### config.mk
export PLATFORM = sky130hd
export DESIGN_NAME = calendar_date_step_and_diff
export DESIGN_NICKNAME = d
export VERILOG_FILES = /design/src/hdl/cds_pkg.sv /design/src/hdl/cds_step.sv /design/src/hdl/cds_daynum.sv /design/src/hdl/calendar_date_step_and_diff.sv
export VERILOG_INCLUDE_DIRS = /design/src /design/src/hdl
export SDC_FILE = /design/constraint.sdc
export NUM_CORES = 1
export LEC_CHECK = 0
export BUFFER_PORTS_ARGS = -buffer_cell sky130_fd_sc_hd__buf_2
export CAP_MARGIN = 20
export CORE_ASPECT_RATIO = 0.75
export CORE_MARGIN = 4
export CORE_UTILIZATION = 40
export DETAILED_ROUTE_END_ITERATION = 7
export PLACE_DENSITY = 0.63
export REMOVE_ABC_BUFFERS = 1
export SETUP_SLACK_MARGIN = 0.4
export SLEW_MARGIN = 20
export SYNTH_ARGS = -nofsm -noshare
export SYNTH_HDL_FRONTEND = slang
export SYNTH_SLANG_ARGS = --single-unit
### constraint.sdc
create_clock -name clk -period 18.2 [get_ports clk]
set_input_delay 1.82 -clock clk [delete_from_list [all_inputs] [get_ports clk]]
set_output_delay 1.82 -clock clk [all_outputs]
set_load 0.005 [all_outputs]
### src/hdl/assert_macros.svh
// assertion macros shared by the calendar unit rtl
// no dependencies; empty bodies when SYNTHESIS is defined
`ifndef ASSERT_MACROS_SVH
`define ASSERT_MACROS_SVH

`ifndef SYNTHESIS
// property checked only outside reset
`define ASSERT_RST(lbl, clk, rst_n, prop) \
	lbl: assert property (@(posedge clk) disable iff (!rst_n) prop) \
	else $error("calendar unit assertion failed");
// property checked at every edge, reset included
`define ASSERT_ALWAYS(lbl, clk, prop) \
	lbl: assert property (@(posedge clk) prop) \
	else $error("calendar unit assertion failed");
`else
`define ASSERT_RST(lbl, clk, rst_n, prop)
`define ASSERT_ALWAYS(lbl, clk, prop)
`endif

`endif

### src/hdl/cds_pkg.sv
// types, constants and calendar helper functions of the calendar unit
// no dependencies; imported by every module of the block
package cds_pkg;

	localparam logic [11:0] FIRST_YEAR = 12'd2001;
	localparam logic [11:0] LAST_YEAR  = 12'd2100;
	localparam logic [4:0]  DEF_DAY    = 5'd9;
	localparam logic [3:0]  DEF_MONTH  = 4'd3;
	localparam logic [11:0] DEF_YEAR   = 12'd2021;
	localparam logic [3:0]  MONTH_JAN  = 4'd1;
	localparam logic [3:0]  MONTH_FEB  = 4'd2;
	localparam logic [3:0]  MONTH_DEC  = 4'd12;

	localparam logic        FUNC_SHIFT = 1'b0;
	localparam logic        FUNC_COUNT = 1'b1;

	typedef struct packed {
		logic [4:0]  day;
		logic [3:0]  month;
		logic [11:0] year;
	} date_t;

	typedef struct packed {
		logic               func;
		logic [4:0]         day;
		logic [3:0]         month;
		logic [11:0]        year;
		logic signed [15:0] offset;
		logic [4:0]         other_day;
		logic [3:0]         other_month;
		logic [11:0]        other_year;
	} cds_req_t;

	typedef struct packed {
		logic [4:0]  out_day;
		logic [3:0]  out_month;
		logic [11:0] out_year;
		logic [15:0] day_count;
		logic        invalid;
	} cds_rsp_t;

	// leap rule, exact for years 1900 to 2299 (the span the unit ever reaches)
	function automatic logic is_leap(input logic [11:0] y);
		return (y[1:0] == 2'b00) && (y != 12'd1900) && (y != 12'd2100) &&
			(y != 12'd2200);
	endfunction

	// month length, 31 for month codes outside 1 to 12
	function automatic logic [4:0] days_in(input logic [3:0] m, input logic [11:0] y);
		logic [4:0] len;
		case (m)
			4'd2: len = is_leap(y) ? 5'd29 : 5'd28;
			4'd4, 4'd6, 4'd9, 4'd11: len = 5'd30;
			default: len = 5'd31;
		endcase
		return len;
	endfunction

	// days in the year before the first of month m
	function automatic logic [8:0] month_start(input logic [3:0] m);
		logic [8:0] s;
		case (m)
			4'd2: s = 9'd31;
			4'd3: s = 9'd59;
			4'd4: s = 9'd90;
			4'd5: s = 9'd120;
			4'd6: s = 9'd151;
			4'd7: s = 9'd181;
			4'd8: s = 9'd212;
			4'd9: s = 9'd243;
			4'd10: s = 9'd273;
			4'd11: s = 9'd304;
			4'd12: s = 9'd334;
			default: s = 9'd0;
		endcase
		return s;
	endfunction

	// date inside 2001 to 2100 with a real month and day
	function automatic logic date_ok(input date_t dt);
		return (dt.year >= FIRST_YEAR) && (dt.year <= LAST_YEAR) &&
			(dt.month >= MONTH_JAN) && (dt.month <= MONTH_DEC) &&
			(dt.day >= 5'd1) && (dt.day <= days_in(dt.month, dt.year));
	endfunction

endpackage

### src/hdl/cds_step.sv
// month stepper: moves a date at most to the first of the next month or the last of the previous month per use
// depends on cds_pkg
module cds_step
	import cds_pkg::*;
(
	input  date_t       cur,
	input  logic [15:0] rem,
	input  logic        back,
	output date_t       nxt,
	output logic [15:0] rem_nxt
);

	logic [4:0]  dim;
	logic [4:0]  prev_dim;
	logic [3:0]  prev_month;
	logic [11:0] prev_year;
	logic [15:0] to_next;
	logic [15:0] day_w;

	// month boundaries on either side
	always_comb begin
		dim     = days_in(cur.month, cur.year);
		day_w   = {11'd0, cur.day};
		to_next = {11'd0, dim} - day_w + 16'd1;
		if (cur.month <= MONTH_JAN) begin
			prev_month = MONTH_DEC;
			prev_year  = cur.year - 12'd1;
		end else begin
			prev_month = cur.month - 4'd1;
			prev_year  = cur.year;
		end
		prev_dim = days_in(prev_month, prev_year);
	end

	// one step: to the next month start, to the previous month end, or finish
	always_comb begin
		nxt     = cur;
		rem_nxt = rem;
		if (rem == 16'd0) begin
			nxt     = cur;
		end else if (!back) begin
			if (rem >= to_next) begin
				rem_nxt = rem - to_next;
				nxt.day = 5'd1;
				if (cur.month >= MONTH_DEC) begin
					nxt.month = MONTH_JAN;
					nxt.year  = cur.year + 12'd1;
				end else begin
					nxt.month = cur.month + 4'd1;
				end
			end else begin
				nxt.day = cur.day + rem[4:0];
				rem_nxt = 16'd0;
			end
		end else begin
			if (rem >= day_w) begin
				rem_nxt   = rem - day_w;
				nxt.month = prev_month;
				nxt.year  = prev_year;
				nxt.day   = prev_dim;
			end else begin
				nxt.day = cur.day - rem[4:0];
				rem_nxt = 16'd0;
			end
		end
	end

endmodule

### src/hdl/cds_daynum.sv
// day number of a valid date, counted from 31 December 2000
// depends on cds_pkg
module cds_daynum
	import cds_pkg::*;
(
	input  date_t       dt,
	output logic [15:0] num
);

	logic [11:0] yoff;
	logic [6:0]  q;
	logic [15:0] year_days;
	logic [15:0] leap_adj;

	// whole years since 2001 plus their leap days, then month and day
	always_comb begin
		yoff      = dt.year - FIRST_YEAR;
		q         = yoff[6:0];
		year_days = {9'd0, q} * 16'd365;
		leap_adj  = ((dt.month > MONTH_FEB) && is_leap(dt.year)) ? 16'd1 : 16'd0;
		num       = year_days + {11'd0, q[6:2]} + {7'd0, month_start(dt.month)} +
			leap_adj + {11'd0, dt.day};
	end

endmodule

### src/hdl/calendar_date_step_and_diff.sv
// shift: the stepper moves the date one month step at a time, each boundary crossed and a final part month
// count: two passes through one day-number unit and one subtract
// one request at a time; busy is high from acceptance until the result strobe
// done is high for one cycle with busy already low; the receiver cannot stall
// asynchronous active-low reset returns to idle with no result pending
`include "assert_macros.svh"
module calendar_date_step_and_diff
	import cds_pkg::*;
(
	input  logic     clk,
	input  logic     arst_n,
	input  logic     start,
	output logic     busy,
	input  cds_req_t req,
	output logic     done,
	output cds_rsp_t result
);

	typedef enum logic [3:0] {
		ST_IDLE  = 4'b0001,
		ST_SHIFT = 4'b0010,
		ST_NUM_A = 4'b0100,
		ST_NUM_B = 4'b1000
	} state_t;

	state_t      state_q;
	logic        done_q;
	cds_rsp_t    res_q;
	date_t       cur_q;
	date_t       other_q;
	logic [15:0] rem_q;
	logic        back_q;
	logic        bad_q;
	logic [15:0] num_a_q;

	date_t       in_a;
	date_t       in_b;
	date_t       chk_a;
	date_t       chk_b;
	logic        ok_a;
	logic        ok_b;
	logic        accept;
	logic [15:0] in_mag;

	date_t       step_nxt;
	logic [15:0] step_rem;
	date_t       dn_in;
	logic [15:0] dn_num;
	logic [15:0] diff;

	assign busy   = (state_q != ST_IDLE);
	assign accept = start && !busy;
	assign done   = done_q;
	assign result = res_q;

	// input date checks, failing dates take the default
	always_comb begin
		in_a = '{day: req.day, month: req.month, year: req.year};
		in_b = '{day: req.other_day, month: req.other_month, year: req.other_year};
		ok_a = date_ok(in_a);
		ok_b = date_ok(in_b);
		chk_a = ok_a ? in_a : date_t'{day: DEF_DAY, month: DEF_MONTH, year: DEF_YEAR};
		chk_b = ok_b ? in_b : date_t'{day: DEF_DAY, month: DEF_MONTH, year: DEF_YEAR};
		in_mag = req.offset[15] ? (16'd0 - $unsigned(req.offset)) : $unsigned(req.offset);
	end

	cds_step u_step (
		.cur     (cur_q),
		.rem     (rem_q),
		.back    (back_q),
		.nxt     (step_nxt),
		.rem_nxt (step_rem)
	);

	// shared day-number unit: first date, then second date
	assign dn_in = (state_q == ST_NUM_B) ? other_q : cur_q;

	cds_daynum u_daynum (
		.dt  (dn_in),
		.num (dn_num)
	);

	assign diff = (dn_num >= num_a_q) ? (dn_num - num_a_q) : (num_a_q - dn_num);

	// sequencer
	always_ff @(posedge clk or negedge arst_n) begin
		if (!arst_n) begin
			state_q <= ST_IDLE;
			done_q  <= 1'b0;
		end else begin
			done_q <= 1'b0;
			case (state_q)
				ST_IDLE: begin
					if (accept) begin
						state_q <= (req.func == FUNC_COUNT) ? ST_NUM_A : ST_SHIFT;
					end
				end
				ST_SHIFT: begin
					if (rem_q == 16'd0) begin
						state_q <= ST_IDLE;
						done_q  <= 1'b1;
					end
				end
				ST_NUM_A: begin
					state_q <= ST_NUM_B;
				end
				ST_NUM_B: begin
					state_q <= ST_IDLE;
					done_q  <= 1'b1;
				end
				default: begin
					state_q <= ST_IDLE;
				end
			endcase
		end
	end

	// working registers and result
	always_ff @(posedge clk) begin
		case (state_q)
			ST_IDLE: begin
				if (accept) begin
					cur_q   <= chk_a;
					other_q <= chk_b;
					rem_q   <= (req.func == FUNC_SHIFT) ? in_mag : 16'd0;
					back_q  <= req.offset[15];
					bad_q   <= !ok_a || ((req.func == FUNC_COUNT) && !ok_b);
				end
			end
			ST_SHIFT: begin
				cur_q <= step_nxt;
				rem_q <= step_rem;
				if (rem_q == 16'd0) begin
					res_q <= '{out_day: cur_q.day, out_month: cur_q.month,
						out_year: cur_q.year, day_count: 16'd0, invalid: bad_q};
				end
			end
			ST_NUM_A: begin
				num_a_q <= dn_num;
			end
			ST_NUM_B: begin
				res_q <= '{out_day: cur_q.day, out_month: cur_q.month,
					out_year: cur_q.year, day_count: diff, invalid: bad_q};
			end
			default: begin
				rem_q <= 16'd0;
			end
		endcase
	end

	// a result only follows a busy cycle
	`ASSERT_RST(a_done_after_busy, clk, arst_n, done |-> $past(busy))
	// an accepted request makes the unit busy
	`ASSERT_RST(a_accept_busy, clk, arst_n, accept |=> busy)
	// every month step consumes at least one day
	`ASSERT_RST(a_rem_falls, clk, arst_n, (state_q == ST_SHIFT && rem_q != 16'd0) |=> (rem_q < $past(rem_q)))
	// results always carry a real month
	`ASSERT_RST(a_month_range, clk, arst_n, done |-> (result.out_month >= MONTH_JAN && result.out_month <= MONTH_DEC))
	// no result strobe while a request is being worked
	`ASSERT_RST(a_done_idle, clk, arst_n, done |-> !busy || $past(accept))

endmodule
Word level (Yosys, flattened, before mapping)
Memories as Yosys holds them, arrays and structs flattened.
Index checks and enable logic that the tools add are counted.
- register bits: 119
- memory bits (read-only): 144
- input bits: 62
- output and inout bits: 40
- word-level logic and storage cells: 194
- memories kept: 1
- add/subtract/negate cells: 18
- multipliers: 1
- $lt $le $gt $ge: 18
- equal/unequal tests: 46
- mux-type cells: 40
- bitwise logic cells: 1
- reduce and logical (&&, ||, !) cells: 52
- memory list (memory ; words ; bits a word ; read ports ; clocked after memory_dff ; write ports ; RTL line ; text):
    (name not given) ; 16 ; 9 ; 1 ; 0 ; 0 ; cds_pkg.sv:62 ; case (m)
- operators by type and width (kind ; number):
    2-to-1 mux 16 bit ; 10
    inequality test 12 bit, second input constant ; 10
    2-to-1 mux 21 bit ; 5
    one-hot mux 38 bit (2 select lines) ; 1
    inequality test 12 x 11 -> 1 bit, second input constant ; 5
    one-hot mux 16 bit (3 select lines) ; 1
    subtractor 16 bit ; 3
    one-hot mux 21 bit (2 select lines) ; 1
    2-to-1 mux 38 bit ; 1
    == test 4 x 3 -> 1 bit, second input constant ; 9
    == test 4 bit, second input constant ; 9
    adder 16 x 5 -> 16 bit ; 2
    greater-or-equal comparator 16 bit ; 2
    logical AND 1 bit ; 28
    greater-or-equal comparator 12 x 11 -> 1 bit, second input constant ; 2
    less-or-equal comparator 12 bit, second input constant ; 2
    2-to-1 mux 12 bit ; 2
    == test 4 x 2 -> 1 bit, second input constant ; 5
    one-hot mux 5 bit (2 select lines) ; 2
    adder 16 x 1 -> 16 bit, second input constant ; 1
    adder 16 bit ; 1
    adder 16 x 9 -> 16 bit ; 1
    greater-or-equal comparator 16 x 5 -> 1 bit ; 1
    logical NOT 16 bit ; 1
    40 further kinds ; 71

Longest topological paths before layout
- depth after elaboration: 13
- mapped depth: 36
- mapped depth without buffers: 34

Hierarchy
A second synthesis with hierarchy kept.
- cell total of the unflattened synthesis: 1553
- area total of the unflattened synthesis: 13175.1 µm²
- modules (own cells, without submodules) (module ; instances ; cells an instance ; area each (µm²) ; sequential area each (µm²)):
    calendar_date_step_and_diff ; 1 ; 697 ; 7108.1 ; 3549.7
    cds_step ; 1 ; 544 ; 3424.5 ; 0.0
    cds_daynum ; 1 ; 312 ; 2642.5 ; 0.0

Least setup slack after synthesis
Ideal clock, no wire load.
- path type: reg-to-reg
- start point: reg state_q[1]
- end point: reg res_q, in the netlist result[16], data pin
- library setup time: 0.254 ns
- arrival: 7.870 ns
- data required time: 17.946 ns
- path slack: 10.076 ns
- stages on the path, launching flop included: 32
- path buffers: 1
- period minus slack after synthesis: 8.124 ns
- cell sequence: dfrtp_1 > nor4b_4 > nor2_1 > a21oi_1 > ha_1 > nand3_1 > inv_1 > o21ai_0 > xnor2_1 > ha_1 > inv_1 > fa_1 > fa_1 > fa_1 > inv_1 > ha_1 > ha_1 > a21o_1 > a21oi_1 > nand4_1 > a31o_2 > a21o_1 > xor2_1 > ha_1 > clkbuf_1 > o21a_1 > o21ai_0 > o2bb2ai_1 > a31o_2 > a2111oi_0 > nor3_1 > o21a_1
- cells in the longest elaborated chain, start to end: 13
- elaborated cells on any way between the ends: 25
- classes of those cells: add/sub: 7; mul: 1; order compare: 2; eq/ne: 5; mux: 4; reduce/logical: 5; memory: 1
- RTL lines (item ; RTL line ; text):
    from (decl) ; calendar_date_step_and_diff.sv:26 ; state_t state_q;
    from (signal assigned) ; calendar_date_step_and_diff.sv:95 ; state_q <= (req.func == FUNC_COUNT) ? ST_NUM_A : ST_SHIFT;
    == test 4 bit * ; calendar_date_step_and_diff.sv:76 ; assign dn_in = (state_q == ST_NUM_B) ? other_q : cur_q;
    2-to-1 mux 21 bit * ; calendar_date_step_and_diff.sv:76 ;
    branches (longest 7 deep; another with multiplier 7 x 9 -> 16 bit) ; n/a ;
    adder 16 x 5 -> 16 bit * ; cds_daynum.sv:22 ; leap_adj + {11'd0, dt.day};
    net dn_num[13] ; calendar_date_step_and_diff.sv:48 ; logic [15:0] dn_num;
    subtractor 16 bit / greater-or-equal comparator 16 bit (equally long branches) ; calendar_date_step_and_diff.sv:83 ; assign diff = (dn_num >= num_a_q) ? (dn_num - num_a_q) : (num_a_q - dn_num);
    2-to-1 mux 16 bit * ; calendar_date_step_and_diff.sv:83 ;
    one-hot mux 38 bit (2 select lines) * ; calendar_date_step_and_diff.sv:120 ; case (state_q)
    to (signal assigned) ; calendar_date_step_and_diff.sv:134 ; res_q <= '{out_day: cur_q.day, out_month: cur_q.month,
    to (signal assigned) ; calendar_date_step_and_diff.sv:142 ; res_q <= '{out_day: cur_q.day, out_month: cur_q.month,
    to (decl) ; calendar_date_step_and_diff.sv:28 ; cds_rsp_t res_q;
Mark *: on every way through the listed nets, which the timed path passes.
A chain may end at the register's enable or synchronous reset.

Worst setup path after layout
- start point: reg state_q[1]
- end point: reg res_q, in the netlist result[15], data pin
The elaborated chain is that of the path after synthesis.

==> summary by stage <==
Final layout
The most common library cell in the layout ignoring fill and taps is inv_1. Compared with the post-synthesis result, the final layout area differs by 11.1%. The ratio of cells with drive above 1 in the final layout is 12.5%. The number of antenna cells inserted is 0.

In the layout the commonest cells are inv_1 (147), ha_1 (143), edfxtp_1 (114). The post-layout net count is 1668.

Global route
Global routing consumed, on the met3 layer, 3.38% of the routing resources. Entering global routing, the biggest net connects 39 pins. The peak-usage layer in the global routing report is met1.

The via count of the first global-routing pass is 9546. The first global-routing pass estimated 50.7 mm of wire. The initial antenna violation count was 2.

The overall track demand over capacity in global routing is 18.4%. The fraction of met2 tracks used by global routing is 25.2%. The routing usage on met1 is 30.0%.

The aggregate global routing overflow is 0.

Min path
The tightest min-delay check is of the reg -> reg type. The number of instances on the worst hold path is 0. The worst-case hold path end point is result[0]. The start point of the worst hold path is bad_q.

Setup path
The critical path's largest stage delay is 0.67 ns. The most critical setup path has its startpoint at state_q[1]. The worst-case reg-to-reg path depth is 32. The cell type group with the largest total delay on the critical path is adder cells.

The slowest stage of the critical path belongs to the cell a21oi_1. The endpoint of the worst-slack reg-to-reg timing path is result[15]. The sort of element at the end of the critical path is a flop. The worst setup path category is reg -> reg. STA puts the critical path data required time at 18.38 ns. The cell that appears most often on the critical path is ha_1.

The data arrival time of the critical path is 9.53 ns. The worst reg-to-reg setup slack is 8.84 ns. In this run the critical register-to-register path is launched from state_q[1].

In this run the worst path has a maximum fanout of 35. The element type at the critical path start is a flop. The critical path contains buffers and inverters numbering 4 combined.

Routing
The number of DRC violations after detailed-routing iteration 0 is 668. After detailed routing, the number of remaining DRC violations is 0. The via count of the routed design is 10220. The number of optimization iterations in the first detailed-route pass is 5. The post-route antenna net violation count is 0. The routed via count divided by cell count is 5.57. The post-detailed-routing wire length is 31.3 mm. Dividing the detail-routed wire length by the instance count gives 17.1 um.

Die
Once the floorplan was initialized, standard cells occupied 40.7% of the core. The floorplan row count is 55. The count of pins on the block boundary is 102. The floorplan step defined a die boundary enclosing 33700 um^2. The floorplan core area is 30200 um^2. The die outline height is 160 um. The horizontal die dimension is 210 um.

CTS
The TritonCTS clock tree is done. Clock tree synthesis selected as its root buffer the cell clkbuf_16. In this run, post-CTS repair resized a total of 0 instances. The longest clock path from root to sink contains 2 buffers.

The worst-skew pair later-pin latency is 0.43 ns. The clock transition time at the flip-flop clock pins of the worst setup and hold paths is 0.06 ns. Buffers inserted to repair hold after CTS numbered 0. Buffers added to address setup during post-CTS repair amount to 0. Clock tree synthesis inserted a total of 17 buffers. The H-tree level count is 4.

The TritonCTS sink count is 119.

Synth
The synthesized design contains 119 register bits. For this run, the number of Yosys warnings is 0. The netlist uses 96 different library cells.

The cell count after synthesis came out at 1347. In this run, synthesis inferred 114 flip-flops with an integrated enable. The top flip-flop cell by instance count after synthesis is edfxtp_1. The average instance area after synthesis is 9.13 um^2. The netlist area before placement is 12300 um^2.

The share of flip-flops with an asynchronous set or reset is 4.20%. After synthesis, flip-flops and latches occupy 28.9% of the total area.

STA
In the final timing run, aggregate negative setup slack is 0 ns. The final worst hold slack is 0.529 ns. Setup violations remaining at the end of the flow were counted as 0.

The transition at the pin with the smallest max-transition slack is 1.00 ns. The final period demand of the worst path is 9.36 ns. Setup repair after global routing left no endpoint under its margin. The hold violation total from the final report is 0.

Based on the critical path, the design can be clocked at up to 107 MHz. The worst clock skew is 0.0130 ns. The final critical path takes up 51.4% of the cycle.

In this run the tightest slew margin relative to its limit is 32.8%. The final number of max-transition violations was 0.

Placed design
The final HPWL from detailed placement is 24.8 mm. The congestion estimate from routability-driven global placement came to 0.915. The number of port buffers is 101.

Run status
The flow ran to the end, and the final reports show no timing, DRC or antenna violations.

Flow run
The total of max-cap violations is 0.
-- area by class of cell --
type	instances	area, um^2
fill	2886	16500
multi-input combinational	1031	7940
sequential	119	3550
timing repair buffer	109	566
inverter	147	552
tap	399	499
clock buffer	17	425
clock inverter	13	134
-- cells by family after synthesis --
family	share of synthesized area (%)
fa+ha+maj	20.7
buf+inv	6.79
compound gates	17.4
simple gates	18.0
mux	1.25
flops	28.9
xor+xnor	6.97
-- Yosys cell counts (all sizes together), types with 9 or more instances --
master  number  area share [%]
o21ai       69             2.8
nor3        38             1.8
o31ai        9            0.55
a21o        26             1.6
buf         18            0.86
nor2b       13            0.66
nor4b       10            0.83
nand4       14            0.71
o21a        18             1.1
nor4        11            0.56
xor2        38             2.8
fa          38             6.2
o22ai       13            0.71
or3         21             1.1
and3        11            0.56
a21oi       73             3.0
and2        13            0.66
a31oi       15            0.76
ha         143              15
edfxtp     114              28
a22oi       10            0.65
mux2i       12            0.98
nand2      104             3.2
nor2       102             3.2
nand2b      14            0.71
a211oi      17             1.0
xnor2       59             4.2
inv        147             4.5
clkbuf      30            0.92
nand3       20            0.85
o211ai      11            0.67
-- stage by stage --
stage                     std cells  utilization [%]  instance area, um^2  setup slack [ns]
after detailed placement       1805             43.4                13100              8.60
after global placement         1805             43.4                13100              8.96
after global routing           1835             45.2                13700              8.13
after CTS                      1835             45.2                13700              8.58
after floorplan                1297                -                12000              9.29
final                          1835             45.2                13700              8.84
-- worst max path at each step --
stage	to	slack, ns	cells after the start
2_1_floorplan	result[15]	9.29	31
3_3_place_gp	result[15]	8.96	32
3_5_place_dp	result[15]	8.60	32
4_1_cts	result[15]	8.58	32
5_1_grt	result[15]	8.13	31
6_report	result[15]	8.84	32
-- worst reg2reg max path: cells and delay by family (launching register included) --
family | cells | cell delay (ns)
buffers and inverters | 4 | 0.63
xor gates and xnor gates | 2 | 0.68
AOI/OAI and AO/OA | 12 | 3.18
adders and majority gates | 8 | 3.29
DFF | 1 | 0.47
and+or+nand+nor | 6 | 0.87
-- metal layers --
metal  wire (um)  part of all wire (%)  vias to the layer above
li1            -                     -                     5008
met1       16500                    53                     4858
met2       12600                    40                      318
met3        1920                   6.1                       32
met4         319                   1.0                        4
met5          25                 0.080                        -
-- state kept, by name, indices dropped and copies added (netlist names) --
register	flops
back_q	1
rem_q	16
other_q	21
bad_q	1
cur_q	21
num_a_q	16
result	38
state_q	4
done	1
Power is not shown: default switching activity piles up to over one toggle a cycle in this logic, so the estimate is an artifact.
